==> src/design/ihs_pkg.sv <==
// shared types, register indexes and helpers of the integral histogram unit
package ihs_pkg;

  // configuration register indexes
  typedef enum logic [1:0] {
    CFG_IMAGE_WIDTH  = 2'd0,
    CFG_IMAGE_HEIGHT = 2'd1,
    CFG_BINS_IN_USE  = 2'd2
  } ihs_cfg_idx_t;

  localparam int CFG_W       = 11;
  localparam int BINS_W      = 5;
  localparam int LABEL_W     = 6;
  localparam int COUNT_W     = 21;
  localparam int RUN_W       = 11;
  localparam int BIN_INDEX_W = 4;
  // row store address, sized for the largest width times bins
  localparam int BASE_W      = 18;
  // limit operand, sized for the largest frame dimension
  localparam int LIMIT_W     = 13;

  // one classified pixel, front to back
  typedef struct packed {
    logic [BASE_W-1:0]  base;      // first row store slot of the column
    logic [LABEL_W-1:0] bin_sel;   // zero-based bin, meaningful when not bad
    logic               bad;       // label out of range, not counted
    logic               fend;      // last pixel of the frame
    logic               col_zero;  // first pixel of a row
    logic               row_zero;  // first row, row above reads as zero
  } ihs_item_t;

  // zero reads as one, values above the limit saturate
  function automatic logic [CFG_W-1:0] clamp_cfg(input logic [CFG_W-1:0] v,
                                                 input logic [LIMIT_W-1:0] hi);
    logic [CFG_W-1:0] res;
    res = v;
    if (v == '0) begin
      res = CFG_W'(1);
    end else if (LIMIT_W'(v) > hi) begin
      res = CFG_W'(hi);
    end
    return res;
  endfunction

endpackage

==> src/design/ihs_front.sv <==
// front end: accepts pixels, tracks position and classifies each label
module ihs_front import ihs_pkg::*; #(
  parameter int MAX_WIDTH  = 1024,
  parameter int MAX_HEIGHT = 1024,
  parameter int NUM_BINS   = 16
) (
  input  logic               clk,
  input  logic               rst,
  input  logic [CFG_W-1:0]   width,
  input  logic [CFG_W-1:0]   height,
  input  logic [BINS_W-1:0]  nb,
  input  logic               s_tvalid,
  output logic               s_tready,
  input  logic [LABEL_W-1:0] bin_label,
  input  logic               full,
  output logic               push,
  output ihs_item_t          item
);

  localparam int CW = (MAX_WIDTH > 1) ? $clog2(MAX_WIDTH) : 1;
  localparam int RW = (MAX_HEIGHT > 1) ? $clog2(MAX_HEIGHT) : 1;

  logic [CW-1:0] col;
  logic [RW-1:0] row;
  logic [CW-1:0] col_eff;
  logic [RW-1:0] row_eff;
  logic          last_col;
  logic          last_row;

  // position beyond a shrunken frame falls back to zero
  always_comb begin
    col_eff  = (LIMIT_W'(col) >= LIMIT_W'(width)) ? '0 : col;
    row_eff  = (LIMIT_W'(row) >= LIMIT_W'(height)) ? '0 : row;
    last_col = (LIMIT_W'(col_eff) + LIMIT_W'(1)) >= LIMIT_W'(width);
    last_row = (LIMIT_W'(row_eff) + LIMIT_W'(1)) >= LIMIT_W'(height);
  end

  // classify the pixel
  always_comb begin
    item.base     = BASE_W'(col_eff * NUM_BINS);
    item.bin_sel  = bin_label - LABEL_W'(1);
    item.bad      = (bin_label == '0) || (bin_label > LABEL_W'(nb));
    item.fend     = last_col && last_row;
    item.col_zero = (col_eff == '0);
    item.row_zero = (row_eff == '0);
  end

  assign s_tready = !full;
  assign push     = s_tvalid && !full;

  // raster position, wraps at row and frame end
  always_ff @(posedge clk) begin
    if (rst) begin
      col <= '0;
      row <= '0;
    end else if (push) begin
      if (last_col) begin
        col <= '0;
        row <= last_row ? '0 : RW'(row_eff + RW'(1));
      end else begin
        col <= CW'(col_eff + CW'(1));
        row <= row_eff;
      end
    end
  end

endmodule

==> config.mk <==
export PLATFORM = sky130hd
export DESIGN_NAME = ihs_front
export DESIGN_NICKNAME = d
export VERILOG_FILES = /design/src/design/ihs_pkg.sv /design/src/design/ihs_front.sv
export SDC_FILE = /design/constraint.sdc
export NUM_CORES = 1
export LEC_CHECK = 0
export BUFFER_PORTS_ARGS = -buffer_cell sky130_fd_sc_hd__clkbuf_2
export CORE_AREA = 10 10 79 81
export CTS_CLUSTER_SIZE = 16
export DETAILED_ROUTE_END_ITERATION = 8
export DIE_AREA = 0 0 89 91
export PLACE_DENSITY = 0.9
export SYNTH_ARGS = -nofsm -noshare
export SYNTH_HDL_FRONTEND = slang
export SYNTH_SLANG_ARGS = --single-unit
==> constraint.sdc <==
create_clock -name clk -period 12.8 [get_ports clk]
set_input_delay 1.28 -clock clk [delete_from_list [all_inputs] [get_ports clk]]
set_output_delay 1.28 -clock clk [all_outputs]
set_load 0.02 [all_outputs]
; ---- After elaboration in Yosys (flattened, before gate mapping)
; Index checks and enable logic that the tools add are counted.
[totals]
out_inout_bits = 30
reg_bits = 20
wordCells = 24
[op_classes]
n_reduce_logical = 7
mux = 5
n_lt_le_gt_ge = 5
n_addsub = 5
[ops]
columns = cell, count
row1 = $mux W10, 5
row2 = $add A10 B1 Y11 const B, 2
row3 = $ge A10 B11 Y1, 2
row4 = $ge A11 B11 Y1, 2
row5 = $add A10 B1 Y10 const B, 2
row6 = $logic_not A10 Y1, 2
row7 = $gt A6 B5 Y1, 1
row8 = $logic_not A6 Y1, 1
row9 = $sub A6 B1 Y6 const B, 1
row10 = $logic_and A1 B1 Y1, 2
row11 = $logic_not A1 Y1, 1
row12 = $logic_or A1 B1 Y1, 1

; ---- Depth between registers and ports, before layout
; Gate-level depths: netlist (run 1).
[depth]
word_depth = 6
ltp_mapped = 21

; ---- Least setup slack after synthesis (run 1)
; OpenSTA, ideal clock, no wires.
[synth_timing]
path_kind = input to output
start = input width[9]
end = output item[2] (netlist bit)
stages = 20
path_slack_ns = 6.425
t_arrival_ns = 5.095
cell_sequence = inv_1 ha_1 a211o_1 a211oi_2 nand3_2 o221ai_2 buf_2 nand2_1 inv_1 ha_1 and3_1 nand3_1 or2_2 a21oi_1 ha_1 and3_1 o2111ai_1 o211ai_1 nand2_1 nor2_1
[synth_lines]
columns = element, line
row1 = from (decl), ihs_front.sv:9  ; input logic [CFG_W-1:0] width,
row2 = to (decl), ihs_front.sv:17  ; output ihs_item_t item

==> results.json, run 1 <==
{
  "clk_pin_slew_worst_paths_ns": 0.08,
  "dpl_cell_area_um2": 2980,
  "area_growth_pct": 13.0,
  "dieHeight_um": 91,
  "ctsHoldBuffers": 0,
  "synth-seq-cells": 20,
  "hold_viol_final": 0,
  "setup_violations": 0,
  "drive_above_1_share": 0.179,
  "r2r_start": "col[9]",
  "r2r-end": "row[3]",
  "grt_max_degree": 17,
  "post_cts_buffers": 0,
  "vias": 2633,
  "wl_per_cell_um": 15.1,
  "min_period_ns": 7.08,
  "r2r_cells": 19,
  "vdd_drop_max_v": 0.0000391,
  "fin_tns_setup_ns": 0,
  "hp-class": "register to register",
  "synthFlopType": "dfxtp_1",
  "crit_type": "input port to output port",
  "cts.path.max_buffers": 2,
  "cts_resized": 0,
  "die-area_um2": 8100,
  "synth_edf_count": 0,
  "final_area_um2": 3020,
  "rsz0062_at_grt": "no",
  "leakage_nw": 1.67,
  "fin_skew_ns": 0.00806,
  "initial_core_util": 0.573,
  "cts_buffers": 3,
  "io_buffers": 58,
  "async_reset_ff_frac": 0,
  "worstHoldPathCells": 2,
  "min-delay-start": "col[0]",
  "hold_end": "col[0]",
  "wirelength_um": 6900,
  "switching_share": 0.318,
  "rows": 25,
  "fillCellCount": 393,
  "die_x_um": 89,
  "clockRootBuffer": "clkbuf_8",
  "core_um2": 4660,
  "synth_commonest_cells": "ha_1, inv_1, nor2_1",
  "outcome": "complete, no violations",
  "cp.arrival_ns": 5.80,
  "fmax_mhz": 141,
  "synth.largest_area_cell": "ha_1",
  "grt_pass1_vias": 2580,
  "pwr-share-clk": 0.286,
  "power_frac_comb": 0.278,
  "drt.antenna.violating_nets": 0,
  "initialDrtViolationCount": 166,
  "synth_cell_types": 55,
  "cts_tree": "built",
  "yosys_warnings": 0,
  "yosys-top-cells-area": "ha_1, dfxtp_1, inv_1, xnor2_1, nor2_1",
  "vias_per_cell": 5.77,
  "power.switching_uw": 46.0,
  "yosysTopAreaCellShare": 0.248,
  "p_seq_frac": 0.436,
  "dpl.cell_count": 453,
  "nets": 494,
  "syn_inst": 346,
  "report.final.slew_viol_count": 0,
  "htreeDepth": 1,
  "setup_ws_ns": 5.72,
  "io_pins": 67,
  "cp-start-kind": "input port",
  "finish.utilization": 0.648,
  "whs_ns": 0.537,
  "required_ns": 11.52,
  "slew_headroom": 0.362,
  "total_power_uw": 145,
  "hpwlAfterDp_um": 5820,
  "track_usage": 0.170,
  "timing.max_cap.violations": 0,
  "antenna_found_initial": 0,
  "layoutNonFillerInstCount": 456,
  "cp-end-kind": "output port",
  "antennaDiodeCount": 0,
  "dr.pass1.iters": 4,
  "worstSkewPairLatency_ns": 0.26,
  "p_int_uw": 98.9,
  "min_period_over_period": 0.553,
  "gp_congestion": 0.954,
  "synth_seq_area_share": 0.150,
  "grt_first_pass_wirelength_um": 11600,
  "grt-ovfl-total": 0,
  "avgSynthCellArea_um2": 7.72,
  "worstMarginPinSlew_ns": 0.951,
  "drc_errors": 0,
  "crit_fanout": 14,
  "yosysMostFrequentCell": "ha_1",
  "critPathLaunch": "width[9]",
  "power_density_nw_per_um2": 48.0,
  "dpl_worst_slack_ns": 5.77,
  "clkSinkCount": 20,
  "r2r_slack_ns": 7.49,
  "synth_area_um2": 2670
}
[worst max-delay path, cell delays in order]
cell and delay (ns):
clkbuf_2 0.07, inv_1 0.05, ha_1 0.31, a211o_1 0.36, a211oi_2 0.24, nand3_2 0.13
o221ai_2 0.47, nand2_1 0.16, inv_1 0.15, ha_1 0.31, and3_1 0.29, nand3_1 0.14
or2_2 0.32, a21oi_1 0.16, ha_1 0.16, and3_1 0.17, o2111ai_1 0.14, o211ai_1 0.30
nand2_1 0.25, nor2_1 0.14, clkbuf_2 0.19
[cells in the final DEF (no fill, tap or decap), drive strengths merged, types with 11 or more instances in the layout]
cell type	n
a21oi	17
nor2	28
dfxtp	20
inv	40
nand2	21
o21ai	19
nor2b	12
xnor2	12
and3	11
clkbuf	61
nand3	17
ha	53
[kinds of logic after synthesis]
kind of cell	count (synthesis)	synth area share
AO/OA/AOI/OAI	80	0.218
flip-flops	20	0.150
buffers and inverters	52	0.0852
adder cells (fa/ha/maj)	53	0.248
XOR/XNOR	19	0.0623
AND/OR/NAND/NOR	121	0.235
other	1	0.00140
[final cells by class]
class | count | area (um^2) | share of cell area
Clock buffer | 3 | 41.3 | 0.0137
Inverter | 40 | 150 | 0.0497
Multi-Input combinational cell | 281 | 2070 | 0.686
Sequential cell | 20 | 400 | 0.133
Tap cell | 54 | 67.6 | 0.0224
Timing Repair Buffer | 58 | 290 | 0.0961
[layer usage]
metal / global-route usage / up-vias / wire length (um) / part of all wire
li1: - / 1334 / - / -
met1: 0.207 / 1214 / 3020 / 0.44
met2: 0.306 / 79 / 3470 / 0.50
met3: 0.0214 / 6 / 347 / 0.050
met4: 0.0345 / 0 / 63 / 0.0091
met5: 0 / - / 0 / 0
[state kept, by name, summed over array words and instances, names as in the netlist]
| name | cells |
|---|---|
| row | 10 |
| col | 10 |
[worst max-delay path by stage]
stage	end	cells after the start
2_1_floorplan	item[2]	20
3_3_place_gp	item[2]	21
3_5_place_dp	item[2]	21
4_1_cts	item[2]	21
5_1_grt	item[2]	21
6_report	item[2]	21
[power groups by stage]
stage	Clock [mW]	Combinational, mW	Sequential (mW)
CTS	0.0423	0.0404	0.0631
finish	0.0415	0.0402	0.0632
detailed placement	0	0.0401	0.0646
global placement	0	0.0383	0.0646
global route	0.0446	0.0455	0.0633
floorplan	0	0.0271	0.0644
No activity file was read; power rests on OpenSTA's default activity.
==> run 2, diff against run 1 <==
--- a/config.mk
+++ b/config.mk
@@ -6,11 +6,11 @@
 export NUM_CORES = 1
 export LEC_CHECK = 0
 export BUFFER_PORTS_ARGS = -buffer_cell sky130_fd_sc_hd__clkbuf_2
-export CORE_AREA = 10 10 79 81
+export CORE_AREA = 10 10 81 83
 export CTS_CLUSTER_SIZE = 16
 export DETAILED_ROUTE_END_ITERATION = 8
-export DIE_AREA = 0 0 89 91
-export PLACE_DENSITY = 0.9
+export DIE_AREA = 0 0 91 93
+export PLACE_DENSITY = 0.86
 export SYNTH_ARGS = -nofsm -noshare
 export SYNTH_HDL_FRONTEND = slang
 export SYNTH_SLANG_ARGS = --single-unit
==> constraint.sdc (replaced) <==
create_clock -name clk -period 7 [get_ports clk]
set_input_delay 0.7 -clock clk [delete_from_list [all_inputs] [get_ports clk]]
set_output_delay 0.7 -clock clk [all_outputs]
set_load 0.02 [all_outputs]
==> run 2 against run 1 <==
- global-route usage decreased by 0.79 points
- final cell count increased by 3.9%
- via count increased by 0.72%
==> results.json, run 2 (synthesis gave the netlist of run 1 again) <==
{
  "hp-class": "register to register",
  "gp_congestion": 0.863,
  "post_cts_buffers": 0,
  "initialDrtViolationCount": 209,
  "grt_first_pass_wirelength_um": 11800,
  "track_usage": 0.162,
  "switching_share": 0.325,
  "htreeDepth": 1,
  "leakage_nw": 1.68,
  "final_common_cell": "clkbuf_2",
  "vdd_drop_max_v": 0.0000511,
  "outcome": "complete, no violations",
  "most-common-layout-cells": "clkbuf_2, ha_1, inv_1, nor2_1, nand2_1",
  "clkSinkCount": 20,
  "die_x_um": 91,
  "fin_skew_ns": 0.00872,
  "grt_pass1_vias": 2650,
  "grt_max_degree": 15,
  "hold_viol_final": 0,
  "power.switching_uw": 87.3,
  "p_int_uw": 181,
  "die-area_um2": 8460,
  "antenna_found_initial": 0,
  "vias": 2652,
  "wl_per_cell_um": 15.0,
  "grt-ovfl-total": 0,
  "cp-start-kind": "input port",
  "vias_per_cell": 5.59,
  "io_pins": 67,
  "cts_resized": 0,
  "cts_buffers": 3,
  "rows": 26,
  "worstSkewPairLatency_ns": 0.27,
  "slew_headroom": 0.641,
  "drive_above_1_share": 0.183,
  "nets": 496,
  "ctsHoldBuffers": 0,
  "fmax_mhz": 180,
  "pwr-share-clk": 0.291,
  "antennaDiodeCount": 0,
  "wirelength_um": 7130,
  "report.final.slew_viol_count": 0,
  "initial_core_util": 0.533,
  "clockRootBuffer": "clkbuf_8",
  "area_growth_pct": 14.3,
  "whs_ns": 0.540,
  "core_um2": 5010,
  "dr.pass1.iters": 4,
  "min_period_over_period": 0.793,
  "p_seq_frac": 0.431,
  "cts.path.max_buffers": 2,
  "timing.max_cap.violations": 0,
  "power_frac_comb": 0.278,
  "drt.antenna.violating_nets": 0,
  "cp.arrival_ns": 4.85,
  "top_regs": "col x10, row x10",
  "io_buffers": 58,
  "min_period_ns": 5.55,
  "power_density_nw_per_um2": 87.8,
  "setup_violations": 0,
  "rsz0062_at_grt": "no",
  "cts_tree": "built",
  "worstMarginPinSlew_ns": 0.536,
  "drc_errors": 0,
  "dieHeight_um": 93,
  "hpwlAfterDp_um": 5970,
  "crit_fanout": 14,
  "fin_tns_setup_ns": 0,
  "required_ns": 6.30,
  "clk_pin_slew_worst_paths_ns": 0.08,
  "cp-end-kind": "output port",
  "fillCellCount": 462,
  "crit_type": "input port to output port"
}
[run 2: cell types whose count changed in the layout (fill, tap and decap cells not counted), sizes merged]
cell,before,now
buf,0,2
[run 2: area by class of cell]
| type | count | area, um^2 | area share |
|---|---|---|---|
| Multi-Input combinational cell | 281 | 2070 | 0.678 |
| Sequential cell | 20 | 400 | 0.131 |
| Timing Repair Buffer | 60 | 305 | 0.0999 |
| Inverter | 40 | 150 | 0.0491 |
| Tap cell | 70 | 87.6 | 0.0287 |
| Clock buffer | 3 | 41.3 | 0.0135 |
[run 2: routing by layer]
layer  vias up  track usage  share of wire
li1       1340            -              -
met1      1204        0.181           0.41
met2        93        0.297           0.51
met3        15       0.0248          0.060
met4         0       0.0731          0.022
met5         -            0              0
[run 2: metrics by stage]
stage / util / cells / setup slack, ns / power (mW) / instance area [um^2]
after global placement: 0.602 / 471 / 1.72 / 0.189 / 3010
after detailed placement: 0.602 / 471 / 1.48 / 0.192 / 3010
after CTS: 0.610 / 474 / 1.45 / 0.269 / 3060
final: 0.610 / 474 / 1.45 / 0.268 / 3060
after floorplan: - / 353 / 1.78 / 0.167 / 2700
after global routing: 0.610 / 474 / 1.14 / 0.283 / 3060
[run 2: power groups by stage]
stage	Combinational (mW)	Sequential [mW]	Clock [mW]
4_1_cts	0.0745	0.115	0.0790
6_report	0.0747	0.116	0.0781
5_1_grt	0.0837	0.116	0.0839
3_5_place_dp	0.0741	0.118	0
3_3_place_gp	0.0709	0.118	0
2_1_floorplan	0.0496	0.118	0
[run 2: worst max-delay path, cell delays in order]
cell and delay [ns]:
clkbuf_2 0.07, inv_1 0.05, ha_1 0.30, a211o_1 0.36
a211oi_2 0.23, nand3_2 0.11, o221ai_2 0.14, buf_4 0.20
nand2_1 0.10, inv_1 0.12, ha_1 0.29, and3_1 0.27
nand3_1 0.13, or2_2 0.31, a21oi_1 0.16, ha_1 0.15
and3_1 0.16, o2111ai_1 0.14, o211ai_1 0.29, nand2_1 0.23
nor2_1 0.13, clkbuf_2 0.19
[run 2: worst paths after layout]
kind,startpoint,endpoint,slack [ns],cells past startpoint
hold reg to reg,col[4],col[4],0.54,2
setup / recovery,width[9],item[2],1.45,22
setup reg to reg,col[9],row[3],2.06,20
hold / removal,col[4],col[4],0.54,2
