[config.mk]
export PLATFORM = sky130hd
export DESIGN_NAME = ihs_queue
export DESIGN_NICKNAME = d
export VERILOG_FILES = /design/src/design/ihs_pkg.sv /design/src/design/ihs_queue.sv
export SDC_FILE = /design/constraint.sdc
export NUM_CORES = 1
export LEC_CHECK = 0
export ABC_AREA = 1
export BUFFER_PORTS_ARGS = -buffer_cell sky130_fd_sc_hd__buf_2
export CORE_ASPECT_RATIO = 0.9
export CORE_MARGIN = 1.5
export CORE_UTILIZATION = 46
export DETAILED_ROUTE_END_ITERATION = 8
export PLACE_DENSITY = 0.74
export SKIP_LAST_GASP = 1
export SYNTH_ARGS = -nofsm -noshare
export SYNTH_HDL_FRONTEND = slang
export SYNTH_SLANG_ARGS = --single-unit
[constraint.sdc]
create_clock -name clk -period 1.9 [get_ports clk]
set_input_delay 0.19 -clock clk [delete_from_list [all_inputs] [get_ports clk]]
set_output_delay 0.19 -clock clk [all_outputs]
set_load 0.02 [all_outputs]
[src/design/ihs_pkg.sv]
// shared types, register indexes and helpers of the integral histogram unit
package ihs_pkg;

  // configuration register indexes
  typedef enum logic [1:0] {
    CFG_IMAGE_WIDTH  = 2'd0,
    CFG_IMAGE_HEIGHT = 2'd1,
    CFG_BINS_IN_USE  = 2'd2
  } ihs_cfg_idx_t;

  localparam int CFG_W       = 11;
  localparam int BINS_W      = 5;
  localparam int LABEL_W     = 6;
  localparam int COUNT_W     = 21;
  localparam int RUN_W       = 11;
  localparam int BIN_INDEX_W = 4;
  // row store address, sized for the largest width times bins
  localparam int BASE_W      = 18;
  // limit operand, sized for the largest frame dimension
  localparam int LIMIT_W     = 13;

  // one classified pixel, front to back
  typedef struct packed {
    logic [BASE_W-1:0]  base;      // first row store slot of the column
    logic [LABEL_W-1:0] bin_sel;   // zero-based bin, meaningful when not bad
    logic               bad;       // label out of range, not counted
    logic               fend;      // last pixel of the frame
    logic               col_zero;  // first pixel of a row
    logic               row_zero;  // first row, row above reads as zero
  } ihs_item_t;

  // zero reads as one, values above the limit saturate
  function automatic logic [CFG_W-1:0] clamp_cfg(input logic [CFG_W-1:0] v,
                                                 input logic [LIMIT_W-1:0] hi);
    logic [CFG_W-1:0] res;
    res = v;
    if (v == '0) begin
      res = CFG_W'(1);
    end else if (LIMIT_W'(v) > hi) begin
      res = CFG_W'(hi);
    end
    return res;
  endfunction

endpackage

[src/design/ihs_queue.sv]
// short queue of classified pixels between front and back
module ihs_queue import ihs_pkg::*; #(
  parameter int DEPTH = 2
) (
  input  logic      clk,
  input  logic      rst,
  input  logic      push,
  input  ihs_item_t din,
  input  logic      pop,
  output ihs_item_t dout,
  output logic      full,
  output logic      empty
);

  localparam int PW = (DEPTH > 1) ? $clog2(DEPTH) : 1;
  localparam int NW = $clog2(DEPTH + 1);

  ihs_item_t      slots [DEPTH];
  logic [PW-1:0]  wr_ptr;
  logic [PW-1:0]  rd_ptr;
  logic [NW-1:0]  fill;

  assign full  = (fill == NW'(DEPTH));
  assign empty = (fill == '0);
  assign dout  = slots[rd_ptr];

  // storage
  always_ff @(posedge clk) begin
    if (push) begin
      slots[wr_ptr] <= din;
    end
  end

  // pointers and fill level
  always_ff @(posedge clk) begin
    if (rst) begin
      wr_ptr <= '0;
      rd_ptr <= '0;
      fill   <= '0;
    end else begin
      if (push) begin
        wr_ptr <= (wr_ptr == PW'(DEPTH - 1)) ? '0 : PW'(wr_ptr + PW'(1));
      end
      if (pop) begin
        rd_ptr <= (rd_ptr == PW'(DEPTH - 1)) ? '0 : PW'(rd_ptr + PW'(1));
      end
      if (push && !pop) begin
        fill <= NW'(fill + NW'(1));
      end else if (pop && !push) begin
        fill <= NW'(fill - NW'(1));
      end
    end
  end

endmodule

---- Yosys cells after proc, flatten, opt, wreduce, memory -nomap -nowiden ----
Memories as Yosys holds them, arrays and structs flattened. A register that Yosys moved wholly into a read port is not among the register bits.
Index checks and enable logic that the tools add are counted.
operators by class
  add/sub/neg operators ................... 4
  equality and inequality tests ........... 1
  mux-type cells .......................... 8
  reductions and logical operators ........ 6
operator list
  kind                   count
  $mux W1                6
  $mux W2                2
  $add A1 B1 Y1 const B  2
  $add A2 B1 Y2 const B  1
  $eq A2 B2 Y1 const B   1
  $logic_and A1 B1 Y1    2
  $logic_not A1 Y1       2
  $logic_not A2 Y1       1
  $reduce_bool A2 Y1     1
  $sub A2 B1 Y2 const B  1
storage, ports and cells
  register bits after elaboration ......... 4
  RAM bits ................................ 56
  output and inout port bits .............. 30
  memories ................................ 1
memories
  name   words  bits a word  rd ports  clocked after memory_dff  write ports  RTL line         text
  slots  2      28           1         1                         1            ihs_queue.sv:18  ihs_item_t slots [DEPTH];

---- Longest topological paths before layout ----
Gate-level depths: netlist of the first run.
  word-level depth ........................ 4
  depth in mapped cells ................... 8
  depth with buffers taken out ............ 8

---- Worst setup path after synthesis of the first run ----
OpenSTA, ideal clock, no wires.
  path kind ............................... reg2reg
  start point ............................. register wr_ptr
  end point ............................... memory slots[0][0] in the netlist's numbering, enable pin
  setup time .............................. 0.413 ns
  data arrival time ....................... 1.512 ns
  data required time ...................... 1.487 ns
  setup slack ............................. -0.025 ns
  cell stages (with the launch flop) ...... 2
  clock period less this slack ............ 1.925 ns
  cell sequence ........................... dfxtp_1 > nor2_1
RTL lines
  element                 RTL line         text
  from (decl)             ihs_queue.sv:19  logic [PW-1:0] wr_ptr;
  from (signal assigned)  ihs_queue.sv:42  wr_ptr <= (wr_ptr == PW'(DEPTH - 1)) ? '0 : PW'(wr_ptr + PW'(1));
  to (decl)               ihs_queue.sv:18
No word-level cell before the write port.

==> results_dict.tcl, run 1 <==
set metrics [dict create \
    outcome "finished clean" \
    design.core.area_sq_um 4895 \
    syn-num-nets 153 \
    fin_skew_ns 0.003010 \
    antenna_found_initial 0 \
    vias 1219 \
    max-slew-margin-rel_pct 84.84 \
    critical-path-slowest-cell "sky130_fd_sc_hd__mux2_2" \
    multi_input_area_sq_um 485.5 \
    maxSlewViolCount 0 \
    ys_seq_area_share_pct 75.83 \
    hpwl_mm 2.437 \
    detailedRoute.firstPassIterationCount 4 \
    clk_pin_slew_worst_paths_ns 0.06 \
    final_critical_delay_including_setup_and_external_delays_ns 1.593 \
    timing.critical_path.required_ns 1.71 \
    layout-drive-gt1-share_pct 54.27 \
    cts_hold_buffers 0 \
    synthToLayoutAreaGrowth_pct 23.22 \
    drt_wl_cell_um 13.35 \
    report.power.total_mw 2.864 \
    viasPerCell 4.617 \
    critical_path.max_fanout 28 \
    grt_max_degree 29 \
    clock_insertion_delay_worst_skew_ns 0.32 \
    ant_nets 0 \
    tightestPinTransition_ns 0.2273 \
    setup_viol_count_final 0 \
    endpoint_kind "output port" \
    critPathTopFamily "buffers and inverters" \
    achievable-frequency_ghz 0.6279 \
    synth.ff_latch_count 61 \
    worstPathArrival_ns 1.40 \
    clock_tree.htree_level_count 3 \
    cp-start-kind "flip-flop" \
    clockRootBuffer "sky130_fd_sc_hd__clkbuf_8" \
    postCtsResizedCells 0 \
    drc 0 \
    final_hold_violation_count 0 \
    clockBufferDepth 2 \
    synthesis.area_sq_um 2350 \
    irDropWorstVdd_v 0.0005662 \
    fill_cells 369 \
    pin_count 62 \
    fin_util_pct 59.15 \
    die_height_um 70.81 \
    globalRoute.totalOverflow 0 \
    grt_setup_unrepaired "false" \
    cap_violations 0 \
    worst_path_largest_cell_delay_ns 0.36 \
    fin_nets 227 \
    tritoncts_num_sinks 61 \
    place_congestion 0.6137 \
    power_density_nw_per_um2 989.1 \
    design.die.area_sq_um 5547 \
    initial_utilization_pct 48.01 \
    routed_wl_mm 3.525 \
    regArea_sq_um 1783 \
    class_of_the_tightest_hold_or_removal_check "input pin to flip-flop" \
    antenna_cells_inserted 0 \
    synth-warning-count 0 \
    synth_cell_type_count 16 \
    fin_crit_sh_pct 83.82 \
    post_layout_cell_count 264 \
    track_usage_pct 14.51 \
    grt_pass1_vias 1280 \
    io_buffers 61 \
    grt_pass1_wl_mm 5.699 \
    crit_buf_inv 2 \
    tritoncts "built" \
    dpl.cell_count 248 \
    list_of_cells_traversed_by_the_critical_path "buf_12 -> mux2_2 -> buf_2" \
    p_leak_nw 1.184 \
    first_iter_violations 42 \
    die-width_um 78.34 \
    numCtsBuffers 9 \
    synthesis.area_per_instance_sq_um 19.58 \
    cts.repair_timing.setup_buffer_count 0 \
    postSynthCellCount 120 \
    totalNegativeSetupSlack_ns 0 \
    row_count 24 \
    critPathKind "flip-flop to output port" \
]
==> area by class of cell <==
class	count	share of cell area (%)
clock buffers	9	4.278
clock inverters	7	1.124
inverters	9	1.167
multi-input cells	47	16.77
flip-flops and latches	61	61.58
well taps	65	2.809
repair buffers	66	12.27
==> per-layer routing <==
metal	wire, um	global-route usage, %
met3	261	6.323
met5	0	0
met2	1802	23.09
met1	1436	16.67
met4	25	7.738
==> through the flow <==
step	area (sq um)	hold slack (ns)	worst slack (ns)
after floorplan	2352	0.2624	0.4289
after global placement	2739	0.3767	0.6598
after detailed placement	2739	0.3807	0.6370
after CTS	2895	0.03147	0.2727
after global routing	2895	0.02349	0.2202
final	2895	0.05405	0.3073
==> cell families (layout without fill, tap and decap cells) <==
family	Yosys count	in the layout	synth area share, %
fa+ha+maj	1	1	0.5324
simple gates	15	15	2.609
xor+xnor	1	1	0.3728
buf+inv	12	91	3.621
compound gates	2	2	0.4256
mux	28	28	16.61
flops	61	61	75.83
==> worst register-to-register path: stages (launching register included) <==
cell and delay, ns:
sky130_fd_sc_hd__dfxtp_1 0.36, sky130_fd_sc_hd__nand2_1 0.06, sky130_fd_sc_hd__inv_1 0.06, sky130_fd_sc_hd__buf_4 0.25
==> cells in the final DEF (no fill, tap or decap) <==
| cell | instances |
|---|---|
| sky130_fd_sc_hd__ha_1 | 1 |
| sky130_fd_sc_hd__xnor2_1 | 1 |
| sky130_fd_sc_hd__mux2_4 | 20 |
| sky130_fd_sc_hd__nand3_1 | 1 |
| sky130_fd_sc_hd__o21ai_0 | 1 |
| sky130_fd_sc_hd__nand4_1 | 1 |
| sky130_fd_sc_hd__clkinv_1 | 4 |
| sky130_fd_sc_hd__buf_2 | 61 |
| sky130_fd_sc_hd__nand2_1 | 5 |
| sky130_fd_sc_hd__clkinvlp_4 | 1 |
| sky130_fd_sc_hd__nor2_2 | 1 |
| sky130_fd_sc_hd__inv_1 | 9 |
| sky130_fd_sc_hd__clkinv_2 | 2 |
| sky130_fd_sc_hd__nor3_1 | 1 |
| sky130_fd_sc_hd__clkbuf_8 | 9 |
| sky130_fd_sc_hd__buf_4 | 4 |
| sky130_fd_sc_hd__dfxtp_1 | 4 |
| sky130_fd_sc_hd__dfxtp_2 | 1 |
| sky130_fd_sc_hd__a21oi_1 | 1 |
| sky130_fd_sc_hd__edfxtp_1 | 56 |
| sky130_fd_sc_hd__nor2_1 | 6 |
| sky130_fd_sc_hd__buf_12 | 1 |
| sky130_fd_sc_hd__mux2_2 | 8 |
==> registers in the layout, summed over array words and instances, names as in the netlist, named ones only <==
name / cells
wr_ptr: 1
fill: 2
rd_ptr: 1
slots: 56
==> power breakdown <==
part | total [mW] | internal (mW) | switching [mW]
sequential | 1.57 | 1.55 | 0.0232
combinational | 0.403 | 0.184 | 0.219
clock | 0.888 | 0.449 | 0.439
total | 2.86 | 2.18 | 0.681
==> worst paths after layout <==
kind,from,to,slack (ns),cells past startpoint
hold reg to reg,rd_ptr,flip-flop,0.52,2
hold / removal,din[27],slots[1][27],0.05,1
setup reg to reg,wr_ptr,slots[1][8],0.86,3
setup / recovery,flip-flop,dout[19],0.31,3
==> Yosys cell counts <==
library cell               count  area [sq um]
sky130_fd_sc_hd__edfxtp_1     56          1682
sky130_fd_sc_hd__dfxtp_1       5         100.1
sky130_fd_sc_hd__nand2_1       5         18.77
sky130_fd_sc_hd__mux2_2        8         90.09
sky130_fd_sc_hd__nor3_1        1         5.000
sky130_fd_sc_hd__mux2_4       20         300.3
sky130_fd_sc_hd__nor2_1        7         26.28
sky130_fd_sc_hd__nand4_1       1         6.260
sky130_fd_sc_hd__ha_1          1         12.51
sky130_fd_sc_hd__buf_6         1         11.26
sky130_fd_sc_hd__buf_12        2         40.04
sky130_fd_sc_hd__a21oi_1       1         5.000
sky130_fd_sc_hd__nand3_1       1         5.000
sky130_fd_sc_hd__xnor2_1       1         8.760
sky130_fd_sc_hd__o21ai_0       1         5.000
sky130_fd_sc_hd__inv_1         9         33.78
No activity file was read; power rests on OpenSTA's default activity.
==> run 2, diff against run 1 <==
--- a/config.mk
+++ b/config.mk
@@ -9,9 +9,9 @@
 export BUFFER_PORTS_ARGS = -buffer_cell sky130_fd_sc_hd__buf_2
 export CORE_ASPECT_RATIO = 0.9
 export CORE_MARGIN = 1.5
-export CORE_UTILIZATION = 46
+export CORE_UTILIZATION = 51
 export DETAILED_ROUTE_END_ITERATION = 8
-export PLACE_DENSITY = 0.74
+export PLACE_DENSITY = 0.78
 export SKIP_LAST_GASP = 1
 export SYNTH_ARGS = -nofsm -noshare
 export SYNTH_HDL_FRONTEND = slang
==> constraint.sdc (replaced) <==
create_clock -name clk -period 1.6 [get_ports clk]
set_input_delay 0.16 -clock clk [delete_from_list [all_inputs] [get_ports clk]]
set_output_delay 0.16 -clock clk [all_outputs]
set_load 0.02 [all_outputs]
==> run 2 against run 1 <==
Wire length increased by 5.4%. Combinational power rose by 21%. Core utilization increased by 7.0 points. Worst setup slack got worse by 0.24 ns. Critical path depth is the same. Sequential share of layout area shrank 0.74 points. Design area up 1.2%. Clock-buffer cell count up 2. Die area down 9.4%. First-iteration DRC count rose by 31%. Cell count fell by 1.1%. Critical path type unchanged. Critical endpoint is now dout[1]. Highest routed layer unchanged.
==> results_dict.tcl, run 2 (synthesized netlist as in run 1, its figures left out) <==
set metrics [dict create \
    track_usage_pct 15.61 \
    antenna_found_initial 0 \
    post_dp_cell_area_sq_um 2748 \
    grt_setup_unrepaired "false" \
    fin_skew_ns 0.007311 \
    clockRootBuffer "sky130_fd_sc_hd__clkbuf_8" \
    post_layout_cell_count 261 \
    cp-start-kind "flip-flop" \
    tritoncts "built" \
    fin_crit_sh_pct 95.77 \
    postCtsResizedCells 0 \
    maxSlewViolCount 0 \
    r2r-end "slots[1][1]" \
    report.power.total_mw 3.599 \
    vias 1244 \
    final.hold.worst_slack_ns 0.02815 \
    routed_wl_mm 3.714 \
    power_density_nw_per_um2 1228 \
    worst_r2r_path_depth 3 \
    r2r-start "wr_ptr" \
    fin_nets 227 \
    max-slew-margin-rel_pct 85.86 \
    design.die.area_sq_um 5024 \
    first_iter_violations 55 \
    worstPathArrival_ns 1.37 \
    critical_path.max_fanout 10 \
    die_height_um 67.40 \
    clockBufferDepth 2 \
    grt_max_degree 30 \
    dpl.cell_count 245 \
    cts.repair_timing.setup_buffer_count 0 \
    cap_violations 0 \
    final_hold_violation_count 0 \
    largest_register "slots" \
    design.core.area_sq_um 4432 \
    grt_pass1_vias 1204 \
    viasPerCell 4.766 \
    hpwl_mm 2.662 \
    biggestRegsByFlops "slots: 56 flops, fill: 2 flops" \
    row_count 23 \
    layout_commonest_cell "sky130_fd_sc_hd__buf_2" \
    clock_tree.htree_level_count 3 \
    totalNegativeSetupSlack_ns 0 \
    globalRoute.totalOverflow 0 \
    top_library_cells_by_usage_in_the_layout_fill_and_taps_aside "61 x sky130_fd_sc_hd__buf_2, 56 x sky130_fd_sc_hd__edfxtp_1, 20 x sky130_fd_sc_hd__mux2_4" \
    place_congestion 0.6674 \
    r2r_setup_slack_ns 0.58 \
    die-width_um 74.55 \
    initial_utilization_pct 53.02 \
    fin_util_pct 66.12 \
    drc 0 \
    tightestPinTransition_ns 0.2121 \
    achievable-frequency_ghz 0.6526 \
    synthToLayoutAreaGrowth_pct 24.71 \
    endpoint_kind "output port" \
    numCtsBuffers 9 \
    fill_cells 335 \
    timing.critical_path.required_ns 1.44 \
    cts_hold_buffers 0 \
    design_area_sq_um 2930 \
    layout-drive-gt1-share_pct 54.77 \
    setup_viol_count_final 0 \
    grt_pass1_wl_mm 5.347 \
    detailedPlace.worstSlack_ns 0.3920 \
    clock_insertion_delay_worst_skew_ns 0.32 \
    detailedRoute.firstPassIterationCount 4 \
    crit_end "dout[1]" \
    final_critical_delay_including_setup_and_external_delays_ns 1.532 \
    critPathKind "flip-flop to output port" \
    tritoncts_num_sinks 61 \
    antenna_cells_inserted 0 \
    class_of_the_tightest_hold_or_removal_check "input pin to flip-flop" \
    worst_slack_ns 0.06765 \
    io_buffers 61 \
    p_leak_nw 1.199 \
    clk_pin_slew_worst_paths_ns 0.07 \
    irDropWorstVdd_v 0.0007426 \
    ant_nets 0 \
    pin_count 62 \
    largest_register_ffs 56 \
    drt_wl_cell_um 14.23 \
    outcome "finished clean" \
]
[run 2: final cells by class]
type / count / area [sq um] / area share (%)
clock buffers: 11 / 131.4 / 4.483
flip-flops and latches: 61 / 1783 / 60.85
inverters: 9 / 33.78 / 1.153
well taps: 62 / 77.57 / 2.647
repair buffers: 66 / 367.9 / 12.55
multi-input cells: 47 / 485.5 / 16.57
clock inverters: 5 / 51.30 / 1.751
[run 2: worst min path at each step]
stage	from	slack, ns	cells past startpoint	end
detailed placement	din[8]	0.35	1	slots[1][8]
finish	din[26]	0.03	1	slots[1][26]
floorplan	rst	0.23	1	flip-flop
global placement	din[27]	0.35	1	slots[1][27]
global route	din[26]	0.01	1	slots[1][26]
CTS	din[8]	0.01	1	slots[1][8]
[run 2: power breakdown]
group / switching (mW) / leakage, nW / internal (mW)
logic: 0.265 / 0.540 / 0.223
registers: 0.0285 / 0.568 / 1.84
clock network: 0.533 / 0.0907 / 0.709
total: 0.826 / 1.20 / 2.77
[run 2: per-layer routing]
layer / vias up / share of wire, % / GRT usage, %
met3: 6 / 4.9 / 4.328
li1: 594 / - / -
met5: - / 0 / 0
met1: 602 / 39 / 15.92
met2: 42 / 54 / 27.57
met4: 0 / 1.6 / 10.91
[run 2: critical path: stages (launching register included)]
cell                      delay [ns]
sky130_fd_sc_hd__dfxtp_2        0.35
sky130_fd_sc_hd__buf_4          0.23
sky130_fd_sc_hd__mux2_4         0.32
sky130_fd_sc_hd__buf_2          0.16
